[src/design/ipv_pkg.sv]
package ipv_pkg;

  localparam int MAX_COUNT_DEF = 64;
  localparam int SAMPLE_W      = 16;
  localparam int VAR_W         = 32;
  localparam int COUNT_W       = 7;

  typedef struct packed {
    logic signed [SAMPLE_W-1:0] sample;
    logic                       last;
  } item_t;

  typedef struct packed {
    logic signed [SAMPLE_W-1:0] mean;
    logic [VAR_W-1:0]           variance;
    logic [COUNT_W-1:0]         count;
    logic                       overflow;
  } result_t;

endpackage

[src/design/ipv_ram.sv]
module ipv_ram #(
  parameter int WIDTH = 16,
  parameter int DEPTH = 64
) (
  input  logic                     clk,
  input  logic                     we,
  input  logic [$clog2(DEPTH)-1:0] waddr,
  input  logic [WIDTH-1:0]         wdata,
  input  logic [$clog2(DEPTH)-1:0] raddr,
  output logic [WIDTH-1:0]         rdata
);

  logic [WIDTH-1:0] mem [DEPTH];

  always_ff @(posedge clk) begin
    if (we) begin
      mem[waddr] <= wdata;
    end
    rdata <= mem[raddr];
  end

endmodule

[src/design/ipv_div.sv]
module ipv_div #(
  parameter int DW = 38,
  parameter int VW = 7
) (
  input  logic          clk,
  input  logic          rst,
  input  logic          go,
  input  logic [DW-1:0] dividend,
  input  logic [VW-1:0] divisor,
  output logic          done,
  output logic [DW-1:0] quotient
);

  localparam int NW = $clog2(DW + 1);

  logic [VW-1:0] rem;
  logic [VW-1:0] dvs;
  logic [NW-1:0] steps;
  logic          run;
  logic [VW:0]   trial;
  logic          fits;

  // restoring division, one quotient bit a cycle
  assign trial = {rem, quotient[DW-1]};
  assign fits  = trial >= {1'b0, dvs};

  always_ff @(posedge clk) begin
    if (rst) begin
      run   <= 1'b0;
      done  <= 1'b0;
      steps <= '0;
    end else begin
      done <= 1'b0;
      if (go && !run) begin
        run   <= 1'b1;
        steps <= NW'(DW);
      end else if (run) begin
        steps <= steps - 1'b1;
        if (steps == NW'(1)) begin
          run  <= 1'b0;
          done <= 1'b1;
        end
      end
    end
  end

  always_ff @(posedge clk) begin
    if (go && !run) begin
      quotient <= dividend;
      rem      <= '0;
      dvs      <= divisor;
    end else if (run) begin
      quotient <= {quotient[DW-2:0], fits};
      rem      <= fits ? VW'(trial - {1'b0, dvs}) : trial[VW-1:0];
    end
  end

endmodule

[src/design/ipv_sqacc.sv]
module ipv_sqacc
  import ipv_pkg::*;
#(
  parameter int ACC_W = 38
) (
  input  logic                clk,
  input  logic                rst,
  input  logic                clear,
  input  logic                rd_issue,
  input  logic [SAMPLE_W-1:0] rdata,
  input  logic [SAMPLE_W-1:0] mean,
  output logic                busy,
  output logic [ACC_W-1:0]    acc
);

  logic                  v0, v1, v2;
  logic [SAMPLE_W:0]     diff;
  logic [SAMPLE_W:0]     diff_abs;
  logic [SAMPLE_W-1:0]   dev;
  logic [2*SAMPLE_W-1:0] sq;

  // deviation needs one extra bit, its magnitude never exceeds 16 bits
  assign diff     = {rdata[SAMPLE_W-1], rdata} - {mean[SAMPLE_W-1], mean};
  assign diff_abs = diff[SAMPLE_W] ? (~diff + 1'b1) : diff;

  always_ff @(posedge clk) begin
    if (rst) begin
      v0 <= 1'b0;
      v1 <= 1'b0;
      v2 <= 1'b0;
    end else begin
      v0 <= rd_issue;
      v1 <= v0;
      v2 <= v1;
    end
  end

  always_ff @(posedge clk) begin
    if (v0) begin
      dev <= diff_abs[SAMPLE_W-1:0];
    end
    if (v1) begin
      sq <= (2*SAMPLE_W)'(dev) * (2*SAMPLE_W)'(dev);
    end
    if (clear) begin
      acc <= '0;
    end else if (v2) begin
      acc <= acc + {{(ACC_W-2*SAMPLE_W){1'b0}}, sq};
    end
  end

  assign busy = v0 | v1 | v2;

endmodule

[src/design/integer_population_variance_unit.sv]
// Population variance of a set of signed 16-bit samples. Samples are taken one
// per cycle while busy is low; the sample with last set closes the set. Samples
// past MAX_COUNT are dropped and reported through overflow. After the closing
// sample busy stays high through two passes of a one-bit-a-cycle divider
// (mean, then variance) and one read pass over the sample memory through the
// squaring pipeline. The result shows for a single cycle with done high and
// cannot be held off; take it then or lose it.
module integer_population_variance_unit
  import ipv_pkg::*;
#(
  parameter int MAX_COUNT = MAX_COUNT_DEF
) (
  input  logic    clk,
  input  logic    rst,
  input  logic    start,
  input  item_t   item,
  output logic    busy,
  output logic    done,
  output result_t result
);

  localparam int AW = $clog2(MAX_COUNT);
  localparam int CW = $clog2(MAX_COUNT + 1);
  localparam int SW = SAMPLE_W + AW;
  localparam int DW = VAR_W + AW;

  localparam logic [2:0] ST_LOAD   = 3'd0;
  localparam logic [2:0] ST_MSTART = 3'd1;
  localparam logic [2:0] ST_MEAN   = 3'd2;
  localparam logic [2:0] ST_SCAN   = 3'd3;
  localparam logic [2:0] ST_DRAIN  = 3'd4;
  localparam logic [2:0] ST_VAR    = 3'd5;

  logic [2:0]           state;
  logic signed [SW-1:0] sum;
  logic [CW-1:0]        count;
  logic                 dropped;
  logic [CW-1:0]        scan;
  logic [SAMPLE_W-1:0]  mean;

  logic                 accept;
  logic                 room;
  logic [SW-1:0]        sample_ext;
  logic [SW-1:0]        sum_mag;
  logic [SAMPLE_W-1:0]  mean_mag;
  logic                 rd_issue;
  logic [SAMPLE_W-1:0]  rdata;
  logic                 sq_busy;
  logic [DW-1:0]        acc;
  logic                 div_go;
  logic [DW-1:0]        div_dividend;
  logic                 div_done;
  logic [DW-1:0]        div_q;
  logic [CW+COUNT_W-1:0] count_ext;

  assign busy       = state != ST_LOAD;
  assign accept     = start && !busy;
  assign room       = count < CW'(MAX_COUNT);
  assign sample_ext = {{(SW-SAMPLE_W){item.sample[SAMPLE_W-1]}}, item.sample};
  assign sum_mag    = sum[SW-1] ? (~sum + 1'b1) : sum;
  assign mean_mag   = div_q[SAMPLE_W-1:0];
  assign rd_issue   = state == ST_SCAN;
  assign count_ext  = {{COUNT_W{1'b0}}, count};

  assign div_go       = (state == ST_MSTART) || (state == ST_DRAIN && !sq_busy);
  assign div_dividend = (state == ST_MSTART) ? {{(DW-SW){1'b0}}, sum_mag} : acc;

  ipv_ram #(
    .WIDTH (SAMPLE_W),
    .DEPTH (MAX_COUNT)
  ) u_store (
    .clk   (clk),
    .we    (accept && room),
    .waddr (count[AW-1:0]),
    .wdata (item.sample),
    .raddr (scan[AW-1:0]),
    .rdata (rdata)
  );

  ipv_sqacc #(
    .ACC_W (DW)
  ) u_sqacc (
    .clk      (clk),
    .rst      (rst),
    .clear    (state == ST_MSTART),
    .rd_issue (rd_issue),
    .rdata    (rdata),
    .mean     (mean),
    .busy     (sq_busy),
    .acc      (acc)
  );

  ipv_div #(
    .DW (DW),
    .VW (CW)
  ) u_div (
    .clk      (clk),
    .rst      (rst),
    .go       (div_go),
    .dividend (div_dividend),
    .divisor  (count),
    .done     (div_done),
    .quotient (div_q)
  );

  always_ff @(posedge clk) begin
    if (rst) begin
      state   <= ST_LOAD;
      sum     <= '0;
      count   <= '0;
      dropped <= 1'b0;
      scan    <= '0;
      done    <= 1'b0;
    end else begin
      done <= 1'b0;
      case (state)
        ST_LOAD: begin
          if (accept) begin
            if (room) begin
              sum   <= sum + $signed(sample_ext);
              count <= count + 1'b1;
            end else begin
              dropped <= 1'b1;
            end
            if (item.last) begin
              state <= ST_MSTART;
            end
          end
        end
        ST_MSTART: begin
          state <= ST_MEAN;
        end
        ST_MEAN: begin
          if (div_done) begin
            scan  <= '0;
            state <= ST_SCAN;
          end
        end
        ST_SCAN: begin
          scan <= scan + 1'b1;
          if (scan + 1'b1 == count) begin
            state <= ST_DRAIN;
          end
        end
        ST_DRAIN: begin
          if (!sq_busy) begin
            state <= ST_VAR;
          end
        end
        ST_VAR: begin
          if (div_done) begin
            done    <= 1'b1;
            sum     <= '0;
            count   <= '0;
            dropped <= 1'b0;
            state   <= ST_LOAD;
          end
        end
        default: begin
          state <= ST_LOAD;
        end
      endcase
    end
  end

  // truncated mean keeps the sign of the sum
  always_ff @(posedge clk) begin
    if (state == ST_MEAN && div_done) begin
      mean <= sum[SW-1] ? (~mean_mag + 1'b1) : mean_mag;
    end
    if (state == ST_VAR && div_done) begin
      result.mean     <= mean;
      result.variance <= div_q[VAR_W-1:0];
      result.count    <= count_ext[COUNT_W-1:0];
      result.overflow <= dropped;
    end
  end

`ifndef SYNTHESIS
  a_count_bound: assert property (@(posedge clk) disable iff (rst)
    count <= CW'(MAX_COUNT))
    else $error("sample count beyond store depth");

  a_done_idle: assert property (@(posedge clk) disable iff (rst)
    done |-> !busy && count == '0 && !dropped)
    else $error("set state not cleared with result");

  a_last_busy: assert property (@(posedge clk) disable iff (rst)
    accept && item.last |=> busy)
    else $error("closing transaction did not start the computation");

  a_scan_range: assert property (@(posedge clk) disable iff (rst)
    state == ST_SCAN |-> scan < count)
    else $error("store read beyond filled entries");

  a_done_from_var: assert property (@(posedge clk) disable iff (rst)
    done |-> $past(state) == ST_VAR && $past(div_done))
    else $error("result strobe outside variance division");
`endif

endmodule

[config.mk]
export PLATFORM = sky130hd
export DESIGN_NAME = integer_population_variance_unit
export DESIGN_NICKNAME = d
export VERILOG_FILES = /design/src/design/ipv_pkg.sv /design/src/design/ipv_ram.sv /design/src/design/ipv_div.sv /design/src/design/ipv_sqacc.sv /design/src/design/integer_population_variance_unit.sv
export SDC_FILE = /design/constraint.sdc
export NUM_CORES = 2
export LEC_CHECK = 0
export BUFFER_PORTS_ARGS = -buffer_cell sky130_fd_sc_hd__buf_2
export CAP_MARGIN = 20
export CELL_PAD_IN_SITES_DETAIL_PLACEMENT = 0
export CELL_PAD_IN_SITES_GLOBAL_PLACEMENT = 1
export CORE_UTILIZATION = 30
export CTS_CLUSTER_DIAMETER = 80
export CTS_CLUSTER_SIZE = 12
export DETAILED_ROUTE_END_ITERATION = 8
export GPL_TIMING_DRIVEN = 0
export PLACE_DENSITY_LB_ADDON = 0.1
export SKIP_LAST_GASP = 1
export SYNTH_ARGS = -nofsm -noshare
export SYNTH_HDL_FRONTEND = slang
export SYNTH_SLANG_ARGS = --single-unit
[constraint.sdc]
create_clock -name clk -period 8.2 [get_ports clk]
set_input_delay 0.41 -clock clk [delete_from_list [all_inputs] [get_ports clk]]
set_output_delay 0.41 -clock clk [all_outputs]
set_load 0.02 [all_outputs]
==> parameters.txt <==
Parameter                              Value

Power
  Total power of the final layout    16140 µW
  Leak    about 0.024 µW
  Pwr/cell area    230.1 mW/mm²
  Highest ir drop seen on vdd    196.2 µV

Clock network
  Max Buffers Root-to-Sink    3
  Post-CTS setup buffer count    0
  Latest clock arrival within the worst-skew pair    ~800 ps
  Clock root cell    clkbuf_16
  Inserted Clock Buffers    approximately 130
  H-Tree Level Count    4
  CTS tree    built
  Clock transition at the registers of the reported paths    roughly 60 ps
  Number of sinks handled by clock tree synthesis    approximately 1300

Timing
  Hold Vio Cnt, Final    0
  Achievable clock frequency    about 130 MHz
  Final total negative setup slack    0 ps
  RSZ-0062 raised after global routing    false
  Largest clock skew in the final design    46.31 ps
  Transition time of the tightest slew-check pin    roughly 1200 ps
  Relative slew margins    0.2077
  Number of pins exceeding their max-slew limit in the final report    0
  Final setup viols    0
  Post-layout min period    between 7000 and 8000 ps
  Final worst-path cycle share    0.9393

Synthesis
  Leading area contributor after synthesis    edfxtp_1
  Sequential element share of the synthesized area    0.6266
  Share of flip-flops with an asynchronous set or reset after synthesis    0
  Top_reg_cell synth    edfxtp_1
  Synthesis warning total    0
  Seq cells post-synth    1301
  Top area cells in the synthesized netlist    edfxtp_1 59%, mux4_2 12%, fa_1 5.5%, ha_1 3.8%, dfxtp_1 3.7%
  Netlist cell types    just over 70
  Mean area per synthesized cell    around 16 µm²
  Yosys top cell area share    0.5892
  Post-synth EDFFs    around 1200
  Instance count of the mapped netlist    3751
  Net Count, Synth    about 4000
  Post-synthesis cell area    0.06054 mm²

Die
  Placeable core area    between 0.2 and 0.25 mm²
  Horiz. Die Dim    451.2 µm
  Die Height    ~450 µm
  Overall die area    between 0.2 and 0.25 mm²
  Floorplan row count    164
  Starting Density    0.3026
  Count of boundary I/O pins    78

Global routing
  Number of global-route vias before repair    ~34000
  Maximum number of pins on one net before global-route repair    between 70 and 80
  Global routing usage summed across all routing layers    0.1782
  Initial antenna violation count    10
  Wire length of the first global-routing pass    258600 µm
  Total grt overflow    0

Finish
  Final layout net count    about 4400
  Area growth from synthesis to layout    15.86%
  Most common library cell in the layout ignoring fill and taps    edfxtp_1
  Commonest non-fill, non-tap cells in the layout    1188 x edfxtp_1, 336 x mux4_2, 288 x inv_1
  Proportion of layout cells with a drive suffix above 1    0.1894
  Layout filler cell count    between 15000 and 20000
  Design Area, Final    0.07014 mm²

Placed design
  HPWL reported at the end of detailed placement    between 100000 and 150000 µm
  Count of input and output buffers    77
  Dpl cell area    between 0.06 and 0.07 mm²
  GP Congestion    0.8155

Routing
  Mean routed wirelength per cell    approximately 27 µm
  Vias    ~33000
  Total Routed Length    approximately 180000 µm
  Antenna-violating nets left    0
  Iter 0 DRT Violations    2207
  # DRC    16
  Via-to-Cell Ratio    4.851
  First-pass iteration count of the detailed router    9

Worst setup path
  Crit-path max FO    10
  Origin of the critical flop-to-flop path    u_sqacc.dev[9]
  Critical path destination    u_sqacc.sq[28]
  Data arrival, critical path    about 8300 ps
  Kind of capture point of the worst setup path    register
  Crit path launch    u_sqacc.dev[9]
  Required @ worst endpoint    between 8000 and 9000 ps
  Slack of the worst reg-to-reg path    ~500 ps
  Critical setup path kind    reg -> reg
  Reg2reg path depth    25
  Type of origin of the critical path    register
  Endpoint of the lowest-slack register-to-register path    u_sqacc.sq[28]

Status
  Failing checks    design-rule violations
  Result of the run    complete, but fails checks

Hold path
  Hold crit path type    in -> reg

Job
  Max capacitance violation total    0
==> area by class of cell <==
type / instances / area [µm²] / share of cell area
antenna: 3 / 7.507 / 0.0001070
buffer: 158 / 601.8 / 0.008580
clock buffer: 157 / 3440 / 0.04904
clock inverter: 33 / 526.8 / 0.007510
inverter: 291 / 1095 / 0.01561
multi-input combinational: 2001 / 21090 / 0.3007
sequential: 1301 / 37940 / 0.5409
tap: 2656 / 3323 / 0.04738
timing repair buffer: 178 / 2121 / 0.03023
==> worst max-delay path: stages (launching register included) <==
cell and delay (ps):
edfxtp_1 670, clkbuf_1 430, nand2_1 240, inv_1 80
fa_1 530, inv_1 50, fa_1 530, inv_1 60
fa_1 490, inv_1 50, fa_1 530, inv_1 50
fa_1 490, inv_1 50, fa_1 470, inv_1 50
ha_1 350, a21o_1 200, a21o_1 180, a31o_2 240
a21oi_1 250, o21ai_1 160, o41ai_2 460, o21ai_1 220
a2111o_1 440, o211ai_1 190
==> how the worst min path moves through the flow <==
stage / from / depth (start not counted) / end
after floorplan: dropped / 0 / result[0]
after global placement: dropped / 0 / result[0]
after detailed placement: dropped / 0 / result[0]
after CTS: item[6] / 1 / u_store.mem[10][5]
after global routing: item[6] / 1 / u_store.mem[11][5]
final: item[6] / 1 / u_store.mem[10][5]
==> flip-flops by register name (all words and copies together) (netlist names), 3 cells and up <==
register	flops
u_div.dvs	7
u_sqacc.dev	16
state	3
u_sqacc.acc	38
count	7
sum	22
u_div.steps	6
mean	16
u_store.rdata	16
u_store.mem	1024
u_div.quotient	38
u_sqacc.sq	31
u_div.rem	7
scan	7
result	56
==> cell usage after synthesis (4+ instances only) <==
cell      count
nor2b_1      28
a21oi_1     109
mux4_2      336
nand3b_1     13
clkbuf_1    118
a31oi_1      11
o21ai_1      12
inv_1       290
nor2_1      227
a41oi_1       4
nand3_1      33
or3_1        15
nor3_1       32
or4_1         6
xnor2_1     112
or2_2         7
buf_1        38
a22o_1       11
o21a_1       16
edfxtp_1   1188
fa_1        165
ha_1        183
o41ai_1       5
nor4_1        5
o21bai_1     13
a221o_1       6
and2_1       45
a211oi_1     13
and3_1       15
xor2_1       47
nand2b_1     27
a21o_1       41
o31ai_1      18
o31a_1        4
a31o_2        9
nand4_1      11
nor3b_1       6
nand2_1     206
dfxtp_1     113
mux2i_1      31
o21ai_0     107
o211ai_1     15
a22oi_1      15
==> layer usage <==
layer,share of wire,wire length [µm],track usage
met1,0.44,79180,0.2335
met2,0.51,91530,0.3077
met3,0.030,5440,0.02336
met4,0.025,4603,0.04969
met5,0.000044,8,0
==> cell families (layout without fill, tap and decap cells) <==
kind of cell	Yosys count	count (layout)	share of synthesized area
flops	1301	1301	0.6266
compound gates	437	437	0.04671
buf+inv	449	817	0.02788
simple gates	686	686	0.05258
mux	371	371	0.1309
xor+xnor	159	159	0.02300
other cells	0	3	0
fa+ha+maj	348	348	0.09238
==> metrics by stage <==
| stage | setup slack [ps] | hold slack, ps | instances | utilization |
|---|---|---|---|---|
| finish | 497.6 | 59.58 | 6778 | 0.3506 |
| global route | 37.60 | 23.62 | 6777 | 0.3506 |
| CTS | 140.5 | 0.04358 | 6770 | 0.3501 |
| detailed placement | 183.0 | 429.9 | 6576 | 0.3301 |
| global placement | 215.4 | 431.4 | 6484 | 0.3212 |
| floorplan | 1775 | 409.0 | 3751 | - |
==> repair_timing <==
action,CTS,global route
endpoints found under the hold margin,30,0
gates resized for setup,0,7
setup endpoints to repair,0,1
hold buffers,4,0
==> power by group <==
part           leakage, µW  internal, µW  switching [µW]
clock network      0.00191          3140            2710
logic               0.0102          1010            1600
registers           0.0116          7510             173
total               0.0238         11700            4480
Note: power is estimated with default switching activity, not from simulation.
